$ cat src/rtl/core/assert_macros.svh
// Assertion macros for the RTL files of the xorwow generator.
// No dependencies; each macro expects clk and arst_n in scope.
`ifndef ASSERT_MACROS_SVH
`define ASSERT_MACROS_SVH

// Consequent must hold in the same cycle as the antecedent
`define ASSERT_IMPLIES(lbl, ante, cons, msg) \
	lbl: assert property (@(posedge clk) disable iff (!arst_n) (ante) |-> (cons)) \
		else $error(msg);

// Consequent must hold in the cycle after the antecedent
`define ASSERT_NEXT(lbl, ante, cons, msg) \
	lbl: assert property (@(posedge clk) disable iff (!arst_n) (ante) |=> (cons)) \
		else $error(msg);

`endif

$ cat src/rtl/core/xorwow_pkg.sv
// Shared types, codes and constants of the xorwow generator.
// Used by xorwow_ctrl, xorwow_dp and the top level; depends on nothing.
package xorwow_pkg;

	localparam int NUM_WORDS = 5;
	localparam int IDX_W     = $clog2(NUM_WORDS);
	localparam int CFG_IDX_W = 2;

	// Operation codes carried on tuser
	localparam logic OP_GENERATE = 1'b0;
	localparam logic OP_RESEED   = 1'b1;

	// Register indexes of the configuration channel
	localparam logic [CFG_IDX_W-1:0] REG_SHIFT_FIRST  = 2'd0;
	localparam logic [CFG_IDX_W-1:0] REG_SHIFT_SECOND = 2'd1;
	localparam logic [CFG_IDX_W-1:0] REG_SHIFT_THIRD  = 2'd2;
	localparam logic [CFG_IDX_W-1:0] REG_WEYL_INC     = 2'd3;

	localparam logic [4:0]  RST_SHIFT_FIRST  = 5'd2;
	localparam logic [4:0]  RST_SHIFT_SECOND = 5'd1;
	localparam logic [4:0]  RST_SHIFT_THIRD  = 5'd4;
	localparam logic [31:0] RST_WEYL_INC     = 32'd362437;
	localparam logic [31:0] COUNTER_START    = 32'd6615241;

	// Finaliser multipliers
	localparam logic [63:0] MIX_MUL_A = 64'hbf58476d1ce4e5b9;
	localparam logic [63:0] MIX_MUL_B = 64'h94d049bb133111eb;

	// Datapath commands
	typedef enum logic [3:0] {
		DP_IDLE,
		DP_GEN,
		DP_DEFAULT,
		DP_SEED,
		DP_LOAD,
		DP_MUL_LL,
		DP_MUL_HL,
		DP_MUL_LH,
		DP_MIX,
		DP_STORE,
		DP_FIX
	} dp_op_t;

	// Controller states
	typedef enum logic [2:0] {
		ST_IDLE,
		ST_LOAD,
		ST_MUL_LL,
		ST_MUL_HL,
		ST_MUL_LH,
		ST_MIX,
		ST_STORE,
		ST_FIX
	} ctrl_state_t;

	typedef struct packed {
		dp_op_t           op;
		logic             round;     // 0: first multiplier, 1: second
		logic [IDX_W-1:0] word_idx;  // word being hashed
	} dp_cmd_t;

	typedef struct packed {
		logic seed_zero;
	} dp_status_t;

	function automatic logic [31:0] default_word(input logic [IDX_W-1:0] idx);
		logic [31:0] w;
		case (idx)
			3'd0:    w = 32'd123456789;
			3'd1:    w = 32'd362436069;
			3'd2:    w = 32'd521288629;
			3'd3:    w = 32'd88675123;
			3'd4:    w = 32'd5783321;
			default: w = 32'd0;
		endcase
		return w;
	endfunction

	function automatic logic [63:0] seed_mask(input logic [IDX_W-1:0] idx);
		logic [63:0] m;
		case (idx)
			3'd1:    m = 64'h5555555555555555;
			3'd2:    m = 64'h0AAAAAAAAAAAAAAA;
			3'd3:    m = 64'h0123456789ABCDEF;
			3'd4:    m = 64'h0FEDCBA987654321;
			default: m = 64'h0;
		endcase
		return m;
	endfunction

endpackage

$ cat src/rtl/core/xorwow_ctrl.sv
// Controller of the xorwow generator: handshakes and the reseed sequencer.
// Depends on xorwow_pkg; drives xorwow_dp through a command struct.
module xorwow_ctrl (
	input  logic                   clk,
	input  logic                   arst_n,
	input  logic                   in_valid,
	output logic                   in_ready,
	input  logic                   in_op,
	output logic                   out_valid,
	input  logic                   out_ready,
	input  xorwow_pkg::dp_status_t status,
	output xorwow_pkg::dp_cmd_t    cmd
);

	xorwow_pkg::ctrl_state_t            state_q, state_d;
	logic                               round_q;
	logic [xorwow_pkg::IDX_W-1:0]       idx_q;
	logic                               out_valid_q;
	logic                               accept;
	logic                               last_word;

	assign in_ready  = (state_q == xorwow_pkg::ST_IDLE) && (!out_valid_q || out_ready);
	assign accept    = in_valid && in_ready;
	assign out_valid = out_valid_q;
	assign last_word = (idx_q == xorwow_pkg::IDX_W'(xorwow_pkg::NUM_WORDS - 1));

	// Next state
	always_comb begin
		state_d = state_q;
		case (state_q)
			xorwow_pkg::ST_IDLE: begin
				if (accept && (in_op == xorwow_pkg::OP_RESEED) && !status.seed_zero)
					state_d = xorwow_pkg::ST_LOAD;
			end
			xorwow_pkg::ST_LOAD:   state_d = xorwow_pkg::ST_MUL_LL;
			xorwow_pkg::ST_MUL_LL: state_d = xorwow_pkg::ST_MUL_HL;
			xorwow_pkg::ST_MUL_HL: state_d = xorwow_pkg::ST_MUL_LH;
			xorwow_pkg::ST_MUL_LH: begin
				state_d = round_q ? xorwow_pkg::ST_STORE : xorwow_pkg::ST_MIX;
			end
			xorwow_pkg::ST_MIX:    state_d = xorwow_pkg::ST_MUL_LL;
			xorwow_pkg::ST_STORE: begin
				state_d = last_word ? xorwow_pkg::ST_FIX : xorwow_pkg::ST_LOAD;
			end
			xorwow_pkg::ST_FIX:    state_d = xorwow_pkg::ST_IDLE;
			default:               state_d = xorwow_pkg::ST_IDLE;
		endcase
	end

	// Datapath commands
	always_comb begin
		cmd.op       = xorwow_pkg::DP_IDLE;
		cmd.round    = round_q;
		cmd.word_idx = idx_q;
		case (state_q)
			xorwow_pkg::ST_IDLE: begin
				if (accept) begin
					if (in_op == xorwow_pkg::OP_GENERATE)
						cmd.op = xorwow_pkg::DP_GEN;
					else if (status.seed_zero)
						cmd.op = xorwow_pkg::DP_DEFAULT;
					else
						cmd.op = xorwow_pkg::DP_SEED;
				end
			end
			xorwow_pkg::ST_LOAD:   cmd.op = xorwow_pkg::DP_LOAD;
			xorwow_pkg::ST_MUL_LL: cmd.op = xorwow_pkg::DP_MUL_LL;
			xorwow_pkg::ST_MUL_HL: cmd.op = xorwow_pkg::DP_MUL_HL;
			xorwow_pkg::ST_MUL_LH: cmd.op = xorwow_pkg::DP_MUL_LH;
			xorwow_pkg::ST_MIX:    cmd.op = xorwow_pkg::DP_MIX;
			xorwow_pkg::ST_STORE:  cmd.op = xorwow_pkg::DP_STORE;
			xorwow_pkg::ST_FIX:    cmd.op = xorwow_pkg::DP_FIX;
			default:               cmd.op = xorwow_pkg::DP_IDLE;
		endcase
	end

	// State, word index, round and output valid
	always_ff @(posedge clk or negedge arst_n) begin
		if (!arst_n) begin
			state_q     <= xorwow_pkg::ST_IDLE;
			round_q     <= 1'b0;
			idx_q       <= '0;
			out_valid_q <= 1'b0;
		end else begin
			state_q <= state_d;
			case (state_q)
				xorwow_pkg::ST_IDLE: begin
					round_q <= 1'b0;
					idx_q   <= '0;
				end
				xorwow_pkg::ST_MIX:   round_q <= 1'b1;
				xorwow_pkg::ST_STORE: begin
					round_q <= 1'b0;
					idx_q   <= idx_q + 1'b1;
				end
				default: ;
			endcase
			if (accept && (in_op == xorwow_pkg::OP_GENERATE))
				out_valid_q <= 1'b1;
			else if (out_ready)
				out_valid_q <= 1'b0;
		end
	end

endmodule

$ cat src/rtl/core/xorwow_dp.sv
// Datapath of the xorwow generator: state words, Weyl counter, settings,
// the xorshift step and the seed finaliser on one shared 32x32 multiplier.
// Depends on xorwow_pkg; commanded by xorwow_ctrl.
module xorwow_dp (
	input  logic                                clk,
	input  logic                                arst_n,
	input  xorwow_pkg::dp_cmd_t                 cmd,
	output xorwow_pkg::dp_status_t              status,
	input  logic [31:0]                         seed,
	input  logic                                cfg_we,
	input  logic [xorwow_pkg::CFG_IDX_W-1:0]    cfg_idx,
	input  logic [31:0]                         cfg_wdata,
	output logic [31:0]                         result
);

	logic [31:0] words_q [xorwow_pkg::NUM_WORDS];
	logic [31:0] ctr_q;
	logic [4:0]  shift_first_q, shift_second_q, shift_third_q;
	logic [31:0] weyl_inc_q;
	logic [31:0] seed_q;
	logic [63:0] x_q, acc_q;
	logic        any_q;
	logic [31:0] out_q;

	logic [31:0] t1, t2, v1, v_new, ctr_next;
	logic [63:0] load_t, mix_const;
	logic [31:0] mul_a, mul_b;
	logic [63:0] mul_prod;
	logic [31:0] hash_word;

	assign status.seed_zero = (seed == 32'd0);
	assign result           = out_q;

	// Xorshift step and Weyl sum
	assign t1       = words_q[0] ^ (words_q[0] >> shift_first_q);
	assign t2       = t1 ^ (t1 << shift_second_q);
	assign v1       = words_q[xorwow_pkg::NUM_WORDS-1]
	                  ^ (words_q[xorwow_pkg::NUM_WORDS-1] << shift_third_q);
	assign v_new    = v1 ^ t2;
	assign ctr_next = ctr_q + weyl_inc_q;

	// Finaliser operands
	assign load_t    = {32'd0, seed_q} ^ xorwow_pkg::seed_mask(cmd.word_idx);
	assign mix_const = cmd.round ? xorwow_pkg::MIX_MUL_B : xorwow_pkg::MIX_MUL_A;
	assign hash_word = acc_q[31:0] ^ acc_q[62:31];

	// Select the partial product of this step
	always_comb begin
		mul_a = x_q[31:0];
		mul_b = mix_const[31:0];
		case (cmd.op)
			xorwow_pkg::DP_MUL_HL: begin
				mul_a = x_q[63:32];
				mul_b = mix_const[31:0];
			end
			xorwow_pkg::DP_MUL_LH: begin
				mul_a = x_q[31:0];
				mul_b = mix_const[63:32];
			end
			default: ;
		endcase
	end

	assign mul_prod = 64'(mul_a) * 64'(mul_b);

	// Settings, state words and counter
	always_ff @(posedge clk or negedge arst_n) begin
		if (!arst_n) begin
			shift_first_q  <= xorwow_pkg::RST_SHIFT_FIRST;
			shift_second_q <= xorwow_pkg::RST_SHIFT_SECOND;
			shift_third_q  <= xorwow_pkg::RST_SHIFT_THIRD;
			weyl_inc_q     <= xorwow_pkg::RST_WEYL_INC;
			ctr_q          <= xorwow_pkg::COUNTER_START;
			for (int i = 0; i < xorwow_pkg::NUM_WORDS; i++)
				words_q[i] <= xorwow_pkg::default_word(xorwow_pkg::IDX_W'(i));
		end else begin
			if (cfg_we) begin
				case (cfg_idx)
					xorwow_pkg::REG_SHIFT_FIRST:  shift_first_q  <= cfg_wdata[4:0];
					xorwow_pkg::REG_SHIFT_SECOND: shift_second_q <= cfg_wdata[4:0];
					xorwow_pkg::REG_SHIFT_THIRD:  shift_third_q  <= cfg_wdata[4:0];
					xorwow_pkg::REG_WEYL_INC:     weyl_inc_q     <= cfg_wdata;
					default: ;
				endcase
			end
			case (cmd.op)
				xorwow_pkg::DP_GEN: begin
					for (int i = 0; i < xorwow_pkg::NUM_WORDS - 1; i++)
						words_q[i] <= words_q[i+1];
					words_q[xorwow_pkg::NUM_WORDS-1] <= v_new;
					ctr_q <= ctr_next;
				end
				xorwow_pkg::DP_DEFAULT: begin
					for (int i = 0; i < xorwow_pkg::NUM_WORDS; i++)
						words_q[i] <= xorwow_pkg::default_word(xorwow_pkg::IDX_W'(i));
					ctr_q <= xorwow_pkg::COUNTER_START;
				end
				xorwow_pkg::DP_SEED: ctr_q <= xorwow_pkg::COUNTER_START;
				xorwow_pkg::DP_STORE: begin
					// hashed words enter at the top, so word 0 lands lowest
					for (int i = 0; i < xorwow_pkg::NUM_WORDS - 1; i++)
						words_q[i] <= words_q[i+1];
					words_q[xorwow_pkg::NUM_WORDS-1] <= hash_word;
				end
				xorwow_pkg::DP_FIX: begin
					if (!any_q)
						words_q[0] <= 32'd1;
				end
				default: ;
			endcase
		end
	end

	// Non-zero tracking over the hashed words
	always_ff @(posedge clk or negedge arst_n) begin
		if (!arst_n) begin
			any_q <= 1'b0;
		end else begin
			case (cmd.op)
				xorwow_pkg::DP_SEED:  any_q <= 1'b0;
				xorwow_pkg::DP_STORE: any_q <= any_q | (hash_word != 32'd0);
				default: ;
			endcase
		end
	end

	// Finaliser working registers and output data
	always_ff @(posedge clk) begin
		case (cmd.op)
			xorwow_pkg::DP_GEN:    out_q  <= ctr_next + v_new;
			xorwow_pkg::DP_SEED:   seed_q <= seed;
			xorwow_pkg::DP_LOAD:   x_q    <= load_t ^ (load_t >> 30);
			xorwow_pkg::DP_MUL_LL: acc_q  <= mul_prod;
			xorwow_pkg::DP_MUL_HL,
			xorwow_pkg::DP_MUL_LH: acc_q[63:32] <= acc_q[63:32] + mul_prod[31:0];
			xorwow_pkg::DP_MIX:    x_q    <= acc_q ^ (acc_q >> 27);
			default: ;
		endcase
	end

endmodule

$ cat src/rtl/core/xorwow_random_generator.sv
// Xorwow generator top level. A generate's number sits in the output register the cycle
// after the transfer; one generate per cycle is accepted while the output is not stalled.
// A reseed with a non-zero seed holds the input off while each of the five words runs through
// load, three partial products on the shared 32x32 multiplier, mix, three more and store,
// then through the all-zero check. A zero seed restores the default words at its transfer.
// Reset restores the default words, counter and settings.
`include "assert_macros.svh"

module xorwow_random_generator (
	input  logic        clk,
	input  logic        arst_n,
	input  logic        s_axis_tvalid,
	output logic        s_axis_tready,
	input  logic [31:0] s_axis_tdata,   // [31:0] seed_value
	input  logic        s_axis_tuser,   // [0] operation
	output logic        m_axis_tvalid,
	input  logic        m_axis_tready,
	output logic [31:0] m_axis_tdata,   // [31:0] random_value
	input  logic        cfg_valid,
	output logic        cfg_ready,
	input  logic [1:0]  cfg_index,
	input  logic [31:0] cfg_data
);

	xorwow_pkg::dp_cmd_t    cmd;
	xorwow_pkg::dp_status_t status;
	logic                   gen_xfer, reseed_xfer;

	// Settings are always writable
	assign cfg_ready = 1'b1;

	xorwow_ctrl u_ctrl (
		.clk       (clk),
		.arst_n    (arst_n),
		.in_valid  (s_axis_tvalid),
		.in_ready  (s_axis_tready),
		.in_op     (s_axis_tuser),
		.out_valid (m_axis_tvalid),
		.out_ready (m_axis_tready),
		.status    (status),
		.cmd       (cmd)
	);

	xorwow_dp u_dp (
		.clk       (clk),
		.arst_n    (arst_n),
		.cmd       (cmd),
		.status    (status),
		.seed      (s_axis_tdata),
		.cfg_we    (cfg_valid && cfg_ready),
		.cfg_idx   (cfg_index),
		.cfg_wdata (cfg_data),
		.result    (m_axis_tdata)
	);

	assign gen_xfer    = s_axis_tvalid && s_axis_tready
	                     && (s_axis_tuser == xorwow_pkg::OP_GENERATE);
	assign reseed_xfer = s_axis_tvalid && s_axis_tready
	                     && (s_axis_tuser == xorwow_pkg::OP_RESEED);

	`ASSERT_IMPLIES(a_gen_has_room, gen_xfer, !m_axis_tvalid || m_axis_tready, "generate taken with output full")
	`ASSERT_NEXT(a_gen_gives_result, gen_xfer, m_axis_tvalid, "generate gave no result")
	`ASSERT_NEXT(a_reseed_silent, reseed_xfer && !m_axis_tvalid, !m_axis_tvalid, "reseed gave a result")
	`ASSERT_NEXT(a_reseed_busy, reseed_xfer && (s_axis_tdata != 32'd0), !s_axis_tready, "input open during reseed")

endmodule

$ cat config.mk
export PLATFORM = sky130hd
export DESIGN_NAME = xorwow_random_generator
export DESIGN_NICKNAME = d
export VERILOG_FILES = /design/src/rtl/core/xorwow_pkg.sv /design/src/rtl/core/xorwow_ctrl.sv /design/src/rtl/core/xorwow_dp.sv /design/src/rtl/core/xorwow_random_generator.sv
export VERILOG_INCLUDE_DIRS = /design/src /design/src/rtl/core
export SDC_FILE = /design/constraint.sdc
export NUM_CORES = 2
export LEC_CHECK = 0
export BUFFER_PORTS_ARGS = -buffer_cell sky130_fd_sc_hd__buf_4
export CORE_MARGIN = 3
export CORE_UTILIZATION = 61
export CTS_BUF_LIST = sky130_fd_sc_hd__clkbuf_4 sky130_fd_sc_hd__clkbuf_8
export CTS_CLUSTER_DIAMETER = 30
export DETAILED_ROUTE_END_ITERATION = 7
export GPL_ROUTABILITY_DRIVEN = 0
export PLACE_DENSITY = 0.81
export SYNTH_ARGS = -nofsm -noshare
export SYNTH_HDL_FRONTEND = slang
export SYNTH_SLANG_ARGS = --single-unit
$ cat constraint.sdc
create_clock -name clk -period 10.1 [get_ports clk]
set_clock_uncertainty 0.05 [all_clocks]
set_input_delay 3.03 -clock clk [delete_from_list [all_inputs] [get_ports clk]]
set_output_delay 3.03 -clock clk [all_outputs]
set_load 0.02 [all_outputs]
After elaboration in Yosys (flattened, before gate mapping)
Cells that the tools add are included.
{ "totals": {"ramBits": 0, "mem_count": 0, "romBits": 0, "elab_cells": 118, "in_bits": 72, "regBits": 440, "latchBits": 0} }
{ "classes": {"magnitude_cmp": 0, "div_mod_pow": 0, "add_sub_neg": 4, "n_reduce_logical": 31, "eq_ne": 26, "n_bitwise": 10, "n_shift": 3, "muxes": 23, "mul": 1} }
{ "ops": {"columns": ["op", "count"], "rows": [
  ["one-hot mux 128 bit (3 select lines)", 1],
  ["one-hot mux 63 bit (4 select lines)", 1],
  ["bitwise XOR 32 bit", 5],
  ["one-hot mux 32 bit (2 select lines)", 2],
  ["one-hot mux 64 bit (2 select lines)", 1],
  ["adder 32 bit", 3],
  ["two-way mux 32 bit", 3],
  ["one-hot mux 32 bit (3 select lines)", 1],
  ["multiplier 32 x 32 -> 64 bit", 1],
  ["left shift 32 x 5 -> 32 bit", 2],
  ["bitwise XOR 64 x 34 -> 64 bit", 1],
  ["bitwise XOR 64 x 37 -> 64 bit", 1],
  ["bitwise XOR 32 x 63 -> 63 bit", 1],
  ["two-way mux 62 bit", 1],
  ["logical NOT 32 bit", 1],
  ["one-hot mux 4 bit (8 select lines)", 1],
  ["nonzero test 32 bit", 1],
  [">> shifter 32 x 5 -> 32 bit", 1],
  ["one-hot mux 3 bit (7 select lines)", 1],
  ["equality test 4 x 3 -> 1 bit (second input constant)", 4],
  ["equality test 3 bit (second input constant)", 5],
  ["nonzero test 2 bit", 7],
  ["equality test 3 x 2 -> 1 bit (second input constant)", 4],
  ["equality test 4 bit (second input constant)", 3],
  ["23 further kinds", 46]
]} }

Depth between registers and ports, before layout
{ "depth": {"depth_word": 11, "mapped_depth": 43} }

Cells and area by module
Synthesis repeated with hierarchy kept, for this count alone.
{ "hier_totals": {"cells_unflattened": 5928, "area_unflattened_um2": 59382.0} }
{ "modules_own_cells": {"columns": ["mod", "cells_per_inst", "instances", "area_per_inst_um2"], "rows": [
  ["xorwow_dp", 5869, 1, 58864.0],
  ["xorwow_ctrl", 57, 1, 506.7],
  ["xorwow_random_generator", 2, 1, 11.3]
]} }

Worst setup path before layout
Ideal clock, no wire load.
{ "synth_timing": {"path_kind": "register to register", "from": "register u_ctrl.state_q[0]", "to": "register u_dp.acc_q[63], data pin", "period_less_slack_ns": 10.090, "slack_ns": 0.010, "path_stages_with_launch": 38, "arrival_time_ns": 9.774, "path_buffers": 6, "setup_time_ns": 0.267, "path_cell_list": "dfrtp_1 > clkbuf_1 > nand3b_1 > clkbuf_1 > buf_1 > clkbuf_1 > mux2i_1 > clkbuf_1 > nor2_1 > fa_1 > fa_1 > fa_1 > inv_1 > fa_1 > inv_1 > fa_1 > inv_1 > fa_1 > [... 2 more ...] > inv_1 > fa_1 > inv_1 > ha_1 > clkbuf_1 > a21o_1 > a21o_1 > a211o_1 > a311o_1 > a31oi_1 > xnor2_1 > ha_1 > nand4_1 > o31ai_1 > a21oi_1 > a211o_1 > mux2i_1 > o211ai_1"} }
{ "synth_via": {"elab_chain_len": 10} }
{ "synth_rtl": {"columns": ["item", "line", "source"], "rows": [
  ["start, declared", "xorwow_ctrl.sv:15", "xorwow_pkg::ctrl_state_t state_q, state_d;"],
  ["start signal, assigned", "xorwow_ctrl.sv:80", "state_q <= xorwow_pkg::ST_IDLE;"],
  ["start signal, assigned", "xorwow_ctrl.sv:85", "state_q <= state_d;"],
  ["logical NOT 3 bit", "xorwow_ctrl.sv:22, xorwow_ctrl.sv:55", null],
  ["logical AND 1 bit", "xorwow_ctrl.sv:22", "assign in_ready = (state_q == xorwow_pkg::ST_IDLE) && (!out_valid_q || out_ready);"],
  ["logical AND 1 bit", "xorwow_ctrl.sv:23", "assign accept = in_valid && in_ready;"],
  ["two-way mux 4 bit", "xorwow_ctrl.sv:57", "if (accept) begin"],
  ["one-hot mux 4 bit (8 select lines) *", "xorwow_ctrl.sv:55", "case (state_q)"],
  ["equality test 4 x 3 -> 1 bit", "xorwow_dp.sv:51", "case (cmd.op)"],
  ["two-way mux 32 bit", "xorwow_dp.sv:51", null],
  ["multiplier 32 x 32 -> 64 bit *", "xorwow_dp.sv:64", "assign mul_prod = 64'(mul_a) * 64'(mul_b);"],
  ["named net u_dp.mul_prod[24]", "xorwow_dp.sv:28", "logic [63:0] mul_prod;"],
  ["adder 32 bit *", "xorwow_dp.sv:135", "xorwow_pkg::DP_MUL_LH: acc_q[63:32] <= acc_q[63:32] + mul_prod[31:0];"],
  ["one-hot mux 32 bit (2 select lines) *", "xorwow_dp.sv:129", "case (cmd.op)"],
  ["end signal, assigned", "xorwow_dp.sv:133", "xorwow_pkg::DP_MUL_LL: acc_q <= mul_prod;"],
  ["end signal, assigned", "xorwow_dp.sv:135", null],
  ["end, declared", "xorwow_dp.sv:21", "logic [63:0] x_q, acc_q;"]
]} }
Mark *: on every way through the listed nets, which the timed path passes. The rest lies on a longest branch.
A chain may end at the register's enable or synchronous reset.

Worst setup path in the final report
Ends and elaborated chain as after synthesis.

==> impl_metrics.yaml <==
status:
  status: "finished with violations"
  violations: "DRC"
routing:
  drt-pass1-iter-count: 8
  totalWireLength_mm: 191
  post_drt_wl_per_cell_um: 25.6
  drc: 1
  drtIter0Drc: 6032
  viasPerCell: 6.40
  num_vias: 47600
  antenna_left: 0
cells_and_area:
  fin_area_mm2: 0.0638
  drive_gt1_share_pct: 12.6
  nets: 7432
  final_util_pct: 66.6
  syn_to_final_growth_pct: 7.62
logic_synthesis:
  synth_cells: 6060
  async_flop_share_pct: 56.4
  synth.area.top_cells: "fa_1, edfxtp_1, ha_1"
  syn_area_mm2: 0.0593
  syn-mean-instance-area_um2: 9.78
  synth_edf_count: 192
  synthFlopType: "edfxtp_1"
  yosysTopAreaCell: "fa_1"
  synth_top_cell_area_share_pct: 27.8
  synth_common_cells: "inv_1, fa_1, nor2_1"
  synth-seq-cells: 440
  ys_types: 99
  synth_most_common_cell: "inv_1"
  seq_area_frac_synth_pct: 20.4
  syn_nets: 7390
  yosys_warnings: 0
timing:
  maxSlewViolCount: 0
  rsz0062_at_grt: "yes"
  setup_viol: 0
  max_slew.worst_pin.slew_ns: 1.26
  period_share_pct: 98.9
  finalCriticalPeriod_ns: 9.99
  hold_ws_ns: 0.412
  slew_headroom_pct: 15.5
  hold_violations: 0
  max_freq_mhz: 100
grt:
  antenna_found_initial: 5
  track_usage_pct: 37.4
  grt_overflow: 0
  grt_pass1_vias: 48400
  grt_max_degree: 177
  grt_pass1_wl_mm: 288
cts:
  cts_root_buf: "clkbuf_8"
  path_clk_slew_ns: 0.06
  cts_tree: "done"
  htreeDepth: 3
  clk_path_buf_depth: 3
  insertion_delay_ns: 0.71
  numCtsBuffers: 86
  numClockSinks: 440
die:
  dieHeight_um: 318
  dieWidth_um: 318
  io_pins: 107
  start_util_pct: 61.9
  num_rows: 113
  core-area_mm2: 0.0957
  dieArea_mm2: 0.101
run:
  maxCapViolCount: 0
setup_path:
  path_class: "reg2reg"
  max_stage_delay_ns: 0.57
  rrSetupSlack_ns: 0.11
  r2r-end: "u_dp.acc_q[63]"
  cp-end-kind: "register"
  crit_fanout: 20
  r2r-start: "u_ctrl.state_q[0]"
  required_ns: 10.51
  cp-start-kind: "register"
  r2r_cells: 38
  critical-path-slowest-cell: "fa_1"
  crit_arrival_ns: 10.40
placed_design:
  place_hpwl_mm: 154
  place_area_mm2: 0.0616
  io_buffers: 105
worst_hold_path:
  holdPathEnd: "u_dp.words_q[145]"
  hold_class: "reg2reg"
  hp-start: "u_dp.words_q[113]"
  holdPathStages: 2
-- per-stage QoR --
stage | worst slack (ns) | setup TNS (ns) | instances
3_5_place_dp | -0.0633 | -0.0633 | 7275
2_1_floorplan | 0.00968 | 0 | 6060
3_3_place_gp | 0.145 | 0 | 7275
5_1_grt | -0.162 | -0.359 | 7441
4_1_cts | 0.0154 | 0 | 7435
6_report | 0.111 | 0 | 7443
-- worst max-delay path by stage --
stage	from	to	slack, ns	depth (start not counted)
3_3_place_gp	u_ctrl.state_q[0]	u_dp.acc_q[62]	0.15	34
5_1_grt	u_ctrl.state_q[0]	u_dp.acc_q[63]	-0.16	38
3_5_place_dp	u_ctrl.state_q[0]	u_dp.acc_q[62]	-0.06	33
2_1_floorplan	u_ctrl.state_q[0]	u_dp.acc_q[63]	0.01	37
6_report	u_ctrl.state_q[0]	u_dp.acc_q[63]	0.11	38
4_1_cts	u_ctrl.state_q[0]	u_dp.acc_q[62]	0.02	35
-- metal layers --
| metal | vias up | share of wire (%) | GRT usage [%] |
|---|---|---|---|
| met5 | - | 0.014 | 0 |
| met4 | 4 | 9.7 | 27.1 |
| met3 | 1077 | 12 | 10.6 |
| met2 | 3569 | 45 | 58.2 |
| met1 | 23000 | 33 | 44.7 |
| li1 | 20000 | - | - |
-- sequential cells by signal, summed over array words and instances, names as in the netlist, 3 cells and up --
register and count:
u_dp.result 32, u_dp.weyl_inc_q 32, u_dp.words_q 160, u_dp.acc_q 64
u_ctrl.idx_q 3, u_dp.ctr_q 32, u_dp.x_q 64, u_dp.shift_first_q 5
u_dp.seed_q 32, u_dp.shift_third_q 5, u_ctrl.state_q 3, u_dp.shift_second_q 5
-- placed cells by master, fill, tap and decap left out, drive strengths merged, types with 21 or more instances in the layout --
cell type and instances:
o21a 46, or2 57, mux2 88, mux2i 107, dfstp 97, a31oi 26
a22oi 22, clkbuf 110, edfxtp 192, ha 435, o21ai 175, and2 65
mux4 80, nand4 39, a21oi 262, inv 1004, a21o 116, clkinv 26
nand3 64, nand2b 79, nor2 472, a211oi 28, nor2b 101, xor2 124
o21bai 21, xnor2 247, o22ai 28, fa 823, dfrtp 151, and3 36
nand2 434, buf 244, nor3 53, a22o 44
-- worst max-delay path: cells and delay by family (launching register included) --
kind	cells	cell delay, ns
multiplexers	1	0.15
XOR/XNOR	1	0.16
AO/OA/AOI/OAI	11	2.15
buffers and inverters	10	1.00
AND/OR/NAND/NOR	4	0.69
adder cells (fa/ha/maj)	11	5.08
flip-flops	1	0.45
-- final cells by class --
cell class	count	area (µm²)
sequential	440	12100
clock buffer	110	1400
clock inverter	50	606
antenna	4	10.0
multi-input combinational	4327	42400
inverter	1003	3770
timing repair buffer	244	1890
fill	7047	31900
tap	1265	1580
-- repair_timing --
item,CTS,global route
buffers inserted,0,4
endpoints found under the setup margin,1,8
resized for setup,2,35
hold buffers,0,0
pin swaps,0,2
-- kinds of logic after synthesis --
kind of cell             Yosys count  synth area share, %
XOR/XNOR                         372                 5.52
buffers and inverters           1293                 8.38
flip-flops                       440                 20.4
multiplexers                     275                 6.52
adder cells (fa/ha/maj)         1259                 37.0
AO/OA/AOI/OAI                    953                 10.6
other                              1              0.00633
AND/OR/NAND/NOR                 1467                 11.6
Power is left out: the tool's default activity adds up to more than one toggle a clock period on the data nets, which glitch-free logic cannot reach.
